### src/design/mtg_pkg.sv
// Shared types, constants and the output tempering function of the MT19937 generator.
// No dependencies; the controller, datapath and top level all use it.
`default_nettype none

package mtg_pkg;

	localparam int unsigned WORD_W = 32;
	localparam int unsigned ADDR_W = 10;

	localparam logic [ADDR_W-1:0] WORDS      = 10'd624;
	localparam logic [ADDR_W-1:0] LAST_WORD  = 10'd623;
	localparam logic [ADDR_W-1:0] UNSEEDED   = 10'd625;
	localparam logic [ADDR_W-1:0] SHIFT_OFS  = 10'd397;
	localparam logic [ADDR_W-1:0] WRAP_POINT = 10'd227;

	localparam logic [WORD_W-1:0] TWIST_MATRIX = 32'h9908_b0df;
	localparam logic [WORD_W-1:0] TEMPER_B     = 32'h9d2c_5680;
	localparam logic [WORD_W-1:0] TEMPER_C     = 32'hefc6_0000;
	localparam logic [WORD_W-1:0] LCG_MULT     = 32'd69069;
	localparam logic [WORD_W-1:0] DEFAULT_SEED = 32'd4357;

	// register byte address of seed_value
	localparam logic [2:0] ADDR_SEED = 3'd0;

	typedef struct packed {
		logic lcg_load;  // start a seed fill from the seed register
		logic seed_wr;   // write one seed word, advance the LCG
		logic tw_prime;  // read word 0, clear the twist counter
		logic tw_rd;     // read next and far words of the current slot
		logic tw_wr;     // write the twisted word, advance
		logic fetch;     // read the word at the read index
		logic deliver;   // temper into the output register, advance index
	} mtg_cmd_t;

	typedef struct packed {
		logic cnt_last;     // fill/twist counter at the last word
		logic idx_unseeded; // state never seeded since reset or seed write
		logic idx_spent;    // all words used, twist needed
		logic out_free;     // output register can take a word this cycle
	} mtg_status_t;

	function automatic logic [WORD_W-1:0] temper(input logic [WORD_W-1:0] w);
		logic [WORD_W-1:0] y;
		y = w;
		y = y ^ (y >> 11);
		y = y ^ ((y << 7) & TEMPER_B);
		y = y ^ ((y << 15) & TEMPER_C);
		y = y ^ (y >> 18);
		return y;
	endfunction

endpackage

`default_nettype wire

### src/design/mtg_ctrl.sv
// Sequencer of the MT19937 generator: seed fill, word-by-word twist, fetch, deliver.
// Depends on mtg_pkg for the command and status structs.
`default_nettype none

module mtg_ctrl (
	input  wire logic               clk,
	input  wire logic               arst_n,
	input  wire logic               in_valid,
	input  wire logic               request,
	output logic                    in_stall,
	input  wire mtg_pkg::mtg_status_t status,
	output mtg_pkg::mtg_cmd_t       cmd
);

	typedef enum logic [2:0] {
		ST_IDLE,
		ST_SEED_INIT,
		ST_SEED,
		ST_TW_PRIME,
		ST_TW_RD,
		ST_TW_WR,
		ST_FETCH,
		ST_LOAD
	} state_t;

	state_t state_q;

	always_ff @(posedge clk or negedge arst_n) begin
		if (!arst_n) begin
			state_q <= ST_IDLE;
		end else begin
			case (state_q)
				ST_IDLE: begin
					// a request of zero is taken and dropped
					if (in_valid && request) begin
						if (status.idx_unseeded) begin
							state_q <= ST_SEED_INIT;
						end else if (status.idx_spent) begin
							state_q <= ST_TW_PRIME;
						end else begin
							state_q <= ST_FETCH;
						end
					end
				end
				ST_SEED_INIT: state_q <= ST_SEED;
				ST_SEED: begin
					if (status.cnt_last) state_q <= ST_TW_PRIME;
				end
				ST_TW_PRIME: state_q <= ST_TW_RD;
				ST_TW_RD:    state_q <= ST_TW_WR;
				ST_TW_WR: begin
					state_q <= status.cnt_last ? ST_FETCH : ST_TW_RD;
				end
				ST_FETCH:    state_q <= ST_LOAD;
				ST_LOAD: begin
					// hold until the output register frees up
					if (status.out_free) state_q <= ST_IDLE;
				end
				default:     state_q <= ST_IDLE;
			endcase
		end
	end

	always_comb begin
		cmd          = '0;
		cmd.lcg_load = (state_q == ST_SEED_INIT);
		cmd.seed_wr  = (state_q == ST_SEED);
		cmd.tw_prime = (state_q == ST_TW_PRIME);
		cmd.tw_rd    = (state_q == ST_TW_RD);
		cmd.tw_wr    = (state_q == ST_TW_WR);
		cmd.fetch    = (state_q == ST_FETCH) || (state_q == ST_LOAD);
		cmd.deliver  = (state_q == ST_LOAD) && status.out_free;
	end

	assign in_stall = (state_q != ST_IDLE);

endmodule

`default_nettype wire

### config.mk
export PLATFORM = sky130hd
export DESIGN_NAME = mtg_ctrl
export DESIGN_NICKNAME = d
export VERILOG_FILES = /design/src/design/mtg_pkg.sv /design/src/design/mtg_ctrl.sv
export SDC_FILE = /design/constraint.sdc
export NUM_CORES = 1
export LEC_CHECK = 0
export BUFFER_PORTS_ARGS = -buffer_cell sky130_fd_sc_hd__buf_2
export CAP_MARGIN = 0
export CORE_AREA = 5 5 42 44
export CTS_CLUSTER_SIZE = 16
export DETAILED_ROUTE_END_ITERATION = 12
export DIE_AREA = 0 0 47 49
export GPL_TIMING_DRIVEN = 0
export PLACE_DENSITY_LB_ADDON = 0.2
export SLEW_MARGIN = 30
export SYNTH_ARGS = -nofsm -noshare
export SYNTH_HDL_FRONTEND = slang
export SYNTH_SLANG_ARGS = --single-unit
### constraint.sdc
create_clock -name clk -period 1.55 [get_ports clk]
set_input_delay 0.31 -clock clk [delete_from_list [all_inputs] [get_ports clk]]
set_output_delay 0.31 -clock clk [all_outputs]
set_load 0.01 [all_outputs]
==> impl_metrics.yaml, run 1 <==
run_status:
  outcome: "finished, final reports clean"
cells_and_area:
  drive_gt1_frac: 0.702
  nNetsFinal: 66
  syn2layout_area_growth_pct: 81.7
  top_regs: "state_q (3)"
  largest_register_ffs: 3
  top_register: "state_q"
  n_antenna_cell: 0
sta:
  final_hold_viol_count: 0
  whs_ns: 0.398
  final.period_utilization: 0.955
  post-route-min-period_ns: 1.48
  max_slew_margin: 0.858
  skew_ns: 0.00318
  finalSetupTns_ns: 0
  rsz0062_at_grt: "false"
  fmax_mhz: 676
  worst_slack_ns: 0.0697
  report.final.slew_viol_count: 0
  setup_viol: 0
  worst-slew-pin-transition_ns: 0.211
floorplan:
  io_pins: 16
  core_sq_mm: 0.00140
  fp.dieW_um: 47
  initial_utilization: 0.195
  die_y_um: 49
  die_area_sq_mm: 0.00230
  core.rowCount: 14
critical_path:
  worstSetupPathType: "reg -> out"
  startpoint_type: "flop"
  r2r_slack_ns: 0.20
  cp-end-kind: "output port"
  r2r_start: "state_q[1]"
  rr_worst_depth: 5
  r2r-end: "state_q[0]"
  crit_path_max_fanout: 2
  required_ns: 1.24
  worst_ep_arrival_time_ns: 1.17
yosys:
  synth_most_common_cell: "nor2_1"
  avgSynthCellArea_sq_um: 8.80
  synthTopCellsByArea: "dfrtp_1, nor3_2, nor2_1"
  ys_types: 19
  ys_seq_area_frac: 0.275
  synth.top_cell.area_share: 0.275
  syn_area_sq_um: 273
  yosysWarnings: 0
  synth_common_cells: "nor2_1, dfrtp_1, nand2_1"
  synth_top_area_cell: "dfrtp_1"
  synth_cells: 31
  async_reset_ff_frac: 1.00
  synth_edf_count: 0
  syn_nets: 39
  yosys_register_bits: 3
  synth_flop_cell: "dfrtp_1"
routing:
  first_pass_iters: 4
  wl_per_cell_um: 11.1
  ant_nets: 0
  viasPerCell: 4.26
  drtIter0Drc: 4
  vias: 311
  drt_wl_total_um: 809
  route.detailed.drc: 0
place:
  place_congestion: 0.649
  io_buffer_count: 15
  place_ws_ns: 0.145
  detailed_place_hpwl_um: 543
global_route:
  grt_pass1_wl_mm: 1.30
  grt_pass1_vias: 301
  track_usage: 0.0839
  antenna_found_initial: 0
  grt-ovfl-total: 0
  grt_max_degree: 7
clock_tree:
  h-tree-depth: 1
  clkLatencyLatePin_ns: 0.24
  cts_tree: "built"
  cts-buffers-inserted: 3
  clock_path_buffers: 2
  cts_root_buf: "clkbuf_4"
  clkSinkCount: 3
  path_clk_slew_ns: 0.04
pwr:
  cellPowerDensity_mw_per_mm2: 2100
  power_mw: 1.04
  ir_drop_mv: 0.876
  cellLeakagePower_nw: 0.237
run:
  drv_cap: 0
worst_hold_path:
  hold_path.class: "in -> async"
## stage by stage
| stage | std cells | utilization | instance area [sq um] |
|---|---|---|---|
| final | 73 | 0.354 | 495 |
| after global routing | 73 | 0.354 | 495 |
| after CTS | 73 | 0.333 | 467 |
| after detailed placement | 62 | 0.263 | 368 |
| after global placement | 62 | 0.263 | 368 |
| after floorplan | 31 | - | 273 |
## power breakdown
part           leakage (nW)  internal [mW]  switching (mW)  total, mW
combinational         0.189          0.395           0.353      0.747
sequential           0.0332          0.123          0.0308      0.154
clock                0.0150         0.0965          0.0414      0.138
total                 0.237          0.615           0.425       1.04
## layout make-up
type / count / area (sq um)
inverters: 3 / 11.3
clock buffers: 4 / 26.3
multi-input cells: 23 / 189
well taps: 16 / 20.0
fillers: 168 / 906
plain buffers: 1 / 11.3
repair buffers: 23 / 161
flip-flops and latches: 3 / 76.3
## cell families after synthesis
logic type	after synthesis	share of synthesized area
simple gates	17	0.381
compound gates	6	0.234
buf+inv	5	0.110
flops	3	0.275
## worst max path at each step
stage                          start       end  cells after the start
after floorplan           state_q[0]  in_stall                      2
after detailed placement  state_q[0]  in_stall                      3
after global routing      state_q[1]    cmd[0]                      5
after global placement    state_q[0]  in_stall                      3
after CTS                 state_q[0]    cmd[5]                      5
final                     state_q[1]  in_stall                      3
## repair_timing
action | CTS | global route
endpoints found under the setup margin | 1 | 5
hold buffers | 1 | 0
pin swaps | 0 | 1
hold endpoints to repair | 3 | 0
gates resized for setup | 5 | 8
buffers inserted | 6 | 1
## critical path, stage by stage (launching register included)
cell	delay, ns
dfrtp_1	0.37
buf_6	0.12
or3_4	0.32
buf_6	0.13
## layer usage
| metal | vias to the layer above | routed length [um] | GRT usage |
|---|---|---|---|
| met5 | - | 0 | 0 |
| met4 | 0 | 14 | 0.0691 |
| met1 | 136 | 327 | 0.0969 |
| li1 | 159 | - | - |
| met2 | 14 | 409 | 0.115 |
| met3 | 2 | 57 | 0.0332 |
## placed cells by master (no fill, tap or decap)
cell type and count:
dlygate4sd3_1 1, nand2_1 2, buf_4 4, o211a_4 1, a21boi_0 1, a221o_1 1, clkbuf_4 3, nor2_4 2
clkbuf_1 1, o31ai_1 1, buf_6 6, nand2_2 1, nor4_2 1, buf_2 13, o32ai_2 1, nor2_1 3
inv_1 2, o21ai_1 1, nor3_2 2, nand2b_2 1, inv_2 1, dfrtp_2 1, dfrtp_1 2, or3_4 1
and2_2 2, nor3_1 2
No activity file was read; power rests on OpenSTA's default activity.
==> run 2, diff against run 1 <==
CORE_AREA = 2 2 39 41   (was 5 5 42 44)
DIE_AREA = 0 0 41 43   (was 0 0 47 49)
==> impl_metrics.yaml, run 2 (synthesized netlist as in run 1, its figures left out) <==
cells_and_area:
  drive_gt1_frac: 0.684
  final_util: 0.351
  nNetsFinal: 66
  final_cells: 73
  n_antenna_cell: 0
  layout_commonest_cell: "buf_2"
  seqCellArea_sq_um: 76.3
  nFillCells: 156
  largest_register_ffs: 3
  top_regs: "state_q (3)"
  syn2layout_area_growth_pct: 78.0
  multiInputGateArea_sq_um: 176
  top_register: "state_q"
  final_cell_mix: "buf_2, buf_6, nor2_1, buf_4, clkbuf_4"
place:
  io_buffer_count: 15
  place_ws_ns: 0.152
  detailed_place_hpwl_um: 493
  dp_cells: 62
  place_congestion: 0.663
global_route:
  antenna_found_initial: 0
  grt_pass1_wl_mm: 1.17
  track_usage: 0.0986
  grt_max_degree: 10
  grt-ovfl-total: 0
  grt_pass1_vias: 307
run:
  drv_cap: 0
critical_path:
  worstSetupPathType: "reg -> out"
  required_ns: 1.24
  startpoint_type: "flop"
  worst_ep_arrival_time_ns: 1.20
  cp-end-kind: "output port"
  crit_path_max_fanout: 9
routing:
  wl_per_cell_um: 9.41
  ant_nets: 0
  first_pass_iters: 3
  viasPerCell: 4.38
  route.detailed.drc: 0
  vias: 320
  drtIter0Drc: 1
  drt_wl_total_um: 687
sta:
  rsz0062_at_grt: "true"
  whs_ns: 0.408
  report.final.slew_viol_count: 0
  max_slew_margin: 0.849
  worst_slack_ns: 0.0385
  post-route-min-period_ns: 1.51
  fmax_mhz: 662
  worst-slew-pin-transition_ns: 0.224
  final_hold_viol_count: 0
  final.period_utilization: 0.975
  setup_viol: 0
  skew_ns: 0.000738
clock_tree:
  cts-buffers-inserted: 3
  h-tree-depth: 1
  clkSinkCount: 3
  cts_root_buf: "clkbuf_4"
  path_clk_slew_ns: 0.04
  cts_tree: "built"
  clkLatencyLatePin_ns: 0.23
  clock_path_buffers: 2
pwr:
  cellPowerDensity_mw_per_mm2: 2100
  cellLeakagePower_nw: 0.239
  ir_drop_mv: 0.689
  power_mw: 1.02
floorplan:
  fp.dieW_um: 41
  initial_utilization: 0.197
  die_area_sq_mm: 0.00176
  core.rowCount: 14
  core_sq_mm: 0.00138
  io_pins: 16
  die_y_um: 43
run_status:
  outcome: "finished, final reports clean"
worst_hold_path:
  hold_path.class: "in -> async"
## run 2: final timing paths
path,start,endpoint,slack [ns],cells after the start
setup / recovery,state_q[0],cmd[5],0.04,5
hold / removal,arst_n,state_q[0],0.41,2
setup reg to reg,state_q[1],state_q[0],0.20,5
hold reg to reg,state_q[0],state_q[0],0.68,3
max in group asynchronous,arst_n,state_q[2],1.02,2
min in group clk,status[1],state_q[0],0.45,3
## run 2: routing by layer
layer | vias up | track usage | wire length (um)
li1 | 160 | - | -
met5 | - | 0 | 0
met3 | 0 | 0.0314 | 29
met1 | 151 | 0.120 | 309
met2 | 9 | 0.144 | 348
met4 | 0 | 0.0600 | 0
## run 2: power breakdown
part           total, mW  internal [mW]  switching, mW
Clock              0.133         0.0962         0.0363
Sequential         0.146          0.123         0.0229
Combinational      0.741          0.402          0.338
Total               1.02          0.622          0.398
## run 2: what timing repair did
item,in CTS,in global routing
setup buffers,5,1
setup endpoints to repair,1,3
hold buffers,1,0
endpoints found under the hold margin,3,0
resized for setup,5,2
pin swaps,0,1
## run 2: cell type report
| cell class | instances | share of cell area |
|---|---|---|
| plain buffers | 2 | 0.0464 |
| clock buffers | 4 | 0.0541 |
| inverters | 3 | 0.0232 |
| multi-input cells | 23 | 0.363 |
| flip-flops and latches | 3 | 0.157 |
| well taps | 16 | 0.0412 |
| repair buffers | 22 | 0.314 |
## run 2: critical path, cell delays in order, from the launching register on
cell and delay, ns:
dfrtp_1 0.36, buf_6 0.12, buf_12 0.13, nor2_2 0.10, and2_2 0.14, buf_2 0.12
## run 2: per-stage QoR
step / TNS (ns) / instance area (sq um)
2_1_floorplan: 0 / 273
3_3_place_gp: 0 / 368
3_5_place_dp: 0 / 368
4_1_cts: 0 / 472
5_1_grt: -0.0490 / 485
6_report: 0 / 485
==> run 3, diff against run 2 <==
GPL_TIMING_DRIVEN = unset   (was 0)
==> impl_metrics.yaml, run 3 (synthesized netlist as in run 1, its figures left out) <==
clock_tree:
  h-tree-depth: 1
  clkSinkCount: 3
  cts-buffers-inserted: 3
  path_clk_slew_ns: 0.04
  cts_root_buf: "clkbuf_4"
  clkLatencyLatePin_ns: 0.23
  cts_tree: "built"
  clock_path_buffers: 2
pwr:
  ir_drop_mv: 0.594
  combPwrFrac: 0.671
  p_sw_frac: 0.425
  cellLeakagePower_nw: 0.217
  switchingPower_uw: 387
  power_uw: 911
  p_seq_frac: 0.183
  power.share.clock: 0.146
  internal_power_uw: 524
  cellPowerDensity_mw_per_mm2: 2050
global_route:
  grt_max_degree: 8
  antenna_found_initial: 0
  grt_pass1_wl_mm: 1.15
  track_usage: 0.0987
  grt-ovfl-total: 0
  grt_pass1_vias: 291
critical_path:
  worst_ep_arrival_time_ns: 1.18
  rr_worst_depth: 4
  worstSetupPathType: "reg -> out"
  startpoint_type: "flop"
  cp-end-kind: "output port"
  crit_path_max_fanout: 4
  required_ns: 1.24
sta:
  worst-slew-pin-transition_ns: 0.220
  skew_ns: 0.00514
  fmax_mhz: 673
  final.period_utilization: 0.959
  post-route-min-period_ns: 1.49
  max_slew_margin: 0.852
  report.final.slew_viol_count: 0
  final_hold_viol_count: 0
  setup_viol: 0
cells_and_area:
  nNetsFinal: 62
  largest_register_ffs: 3
  top_register: "state_q"
  seqCellArea_sq_um: 77.6
  final_cell_mix: "buf_2, buf_4, nand2_1, nor2_1, clkbuf_4"
  final_util: 0.321
  syn2layout_area_growth_pct: 62.8
  multiInputGateArea_sq_um: 188
  layout_commonest_cell: "buf_2"
  top_regs: "state_q (3)"
  drive_gt1_frac: 0.679
  nFillCells: 157
  n_antenna_cell: 0
floorplan:
  initial_utilization: 0.197
  core.rowCount: 14
  io_pins: 16
  core_sq_mm: 0.00138
  die_area_sq_mm: 0.00176
  fp.dieW_um: 41
  die_y_um: 43
routing:
  first_pass_iters: 2
  vias: 294
  route.detailed.drc: 0
  wl_per_cell_um: 10.0
  ant_nets: 0
  viasPerCell: 4.26
  drtIter0Drc: 2
  drt_wl_total_um: 693
place:
  io_buffer_count: 15
  place_congestion: 0.699
  detailed_place_hpwl_um: 519
worst_hold_path:
  hold_path.class: "in -> async"
run_status:
  outcome: "finished, final reports clean"
run:
  drv_cap: 0
==> run 3: cell count changes in the layout (fill, tap and decap cells not counted), sizes merged <==
cell / previous run / this run
buf: 23 / 19
==> run 3: timing repair <==
action | 4_1_cts | 5_1_grt
endpoints found under the setup margin | 1 | 4
resized for setup | 2 | 6
buffers inserted | 2 | 0
pin swaps | 0 | 0
hold buffers | 1 | 0
endpoints found under the hold margin | 3 | 0
==> run 3: area by class of cell <==
cell class	count	share of cell area
sequential	3	0.175
clock buffer	4	0.0592
multi-input combinational	23	0.423
tap	16	0.0451
inverter	3	0.0254
timing repair buffer	20	0.273
==> run 3: stage by stage <==
step	TNS, ns	instance area (sq um)	instances	setup WS, ns	hold WS [ns]
after floorplan	0	273	31	0.268	0.0144
final	0	444	69	0.0638	0.403
after CTS	0	418	69	0.00818	0.402
after global placement	0	364	62	0.207	0.109
after detailed placement	0	364	62	0.182	0.110
after global routing	-0.000898	444	69	-0.000898	0.404
==> run 3: power groups by stage <==
stage	Combinational [mW]	Clock, mW	Sequential (mW)
floorplan	0.391	0	0.148
detailed placement	0.487	0	0.183
global route	0.671	0.152	0.179
finish	0.611	0.133	0.167
global placement	0.503	0	0.177
CTS	0.556	0.137	0.162
==> run 3: worst paths after layout <==
path / start / slack [ns] / end
max in group asynchronous: arst_n / 1.02 / state_q[2]
min reg2reg: state_q[0] / 0.66 / state_q[0]
min in group clk: status[3] / 0.43 / state_q[1]
max: state_q[0] / 0.06 / cmd[5]
min: arst_n / 0.40 / state_q[1]
max reg2reg: state_q[2] / 0.31 / state_q[1]
==> run 3: critical path: stages (launching register included) <==
cell,delay (ns)
dfrtp_2,0.42
buf_4,0.16
nor2_2,0.11
and2_2,0.15
buf_2,0.12
==> run 3: per-layer routing <==
layer,up-vias,GRT usage,routed length (um)
met1,134,0.120,310
met2,9,0.134,351
met5,-,0,0
li1,151,-,-
met3,0,0.0314,30
met4,0,0.0800,0
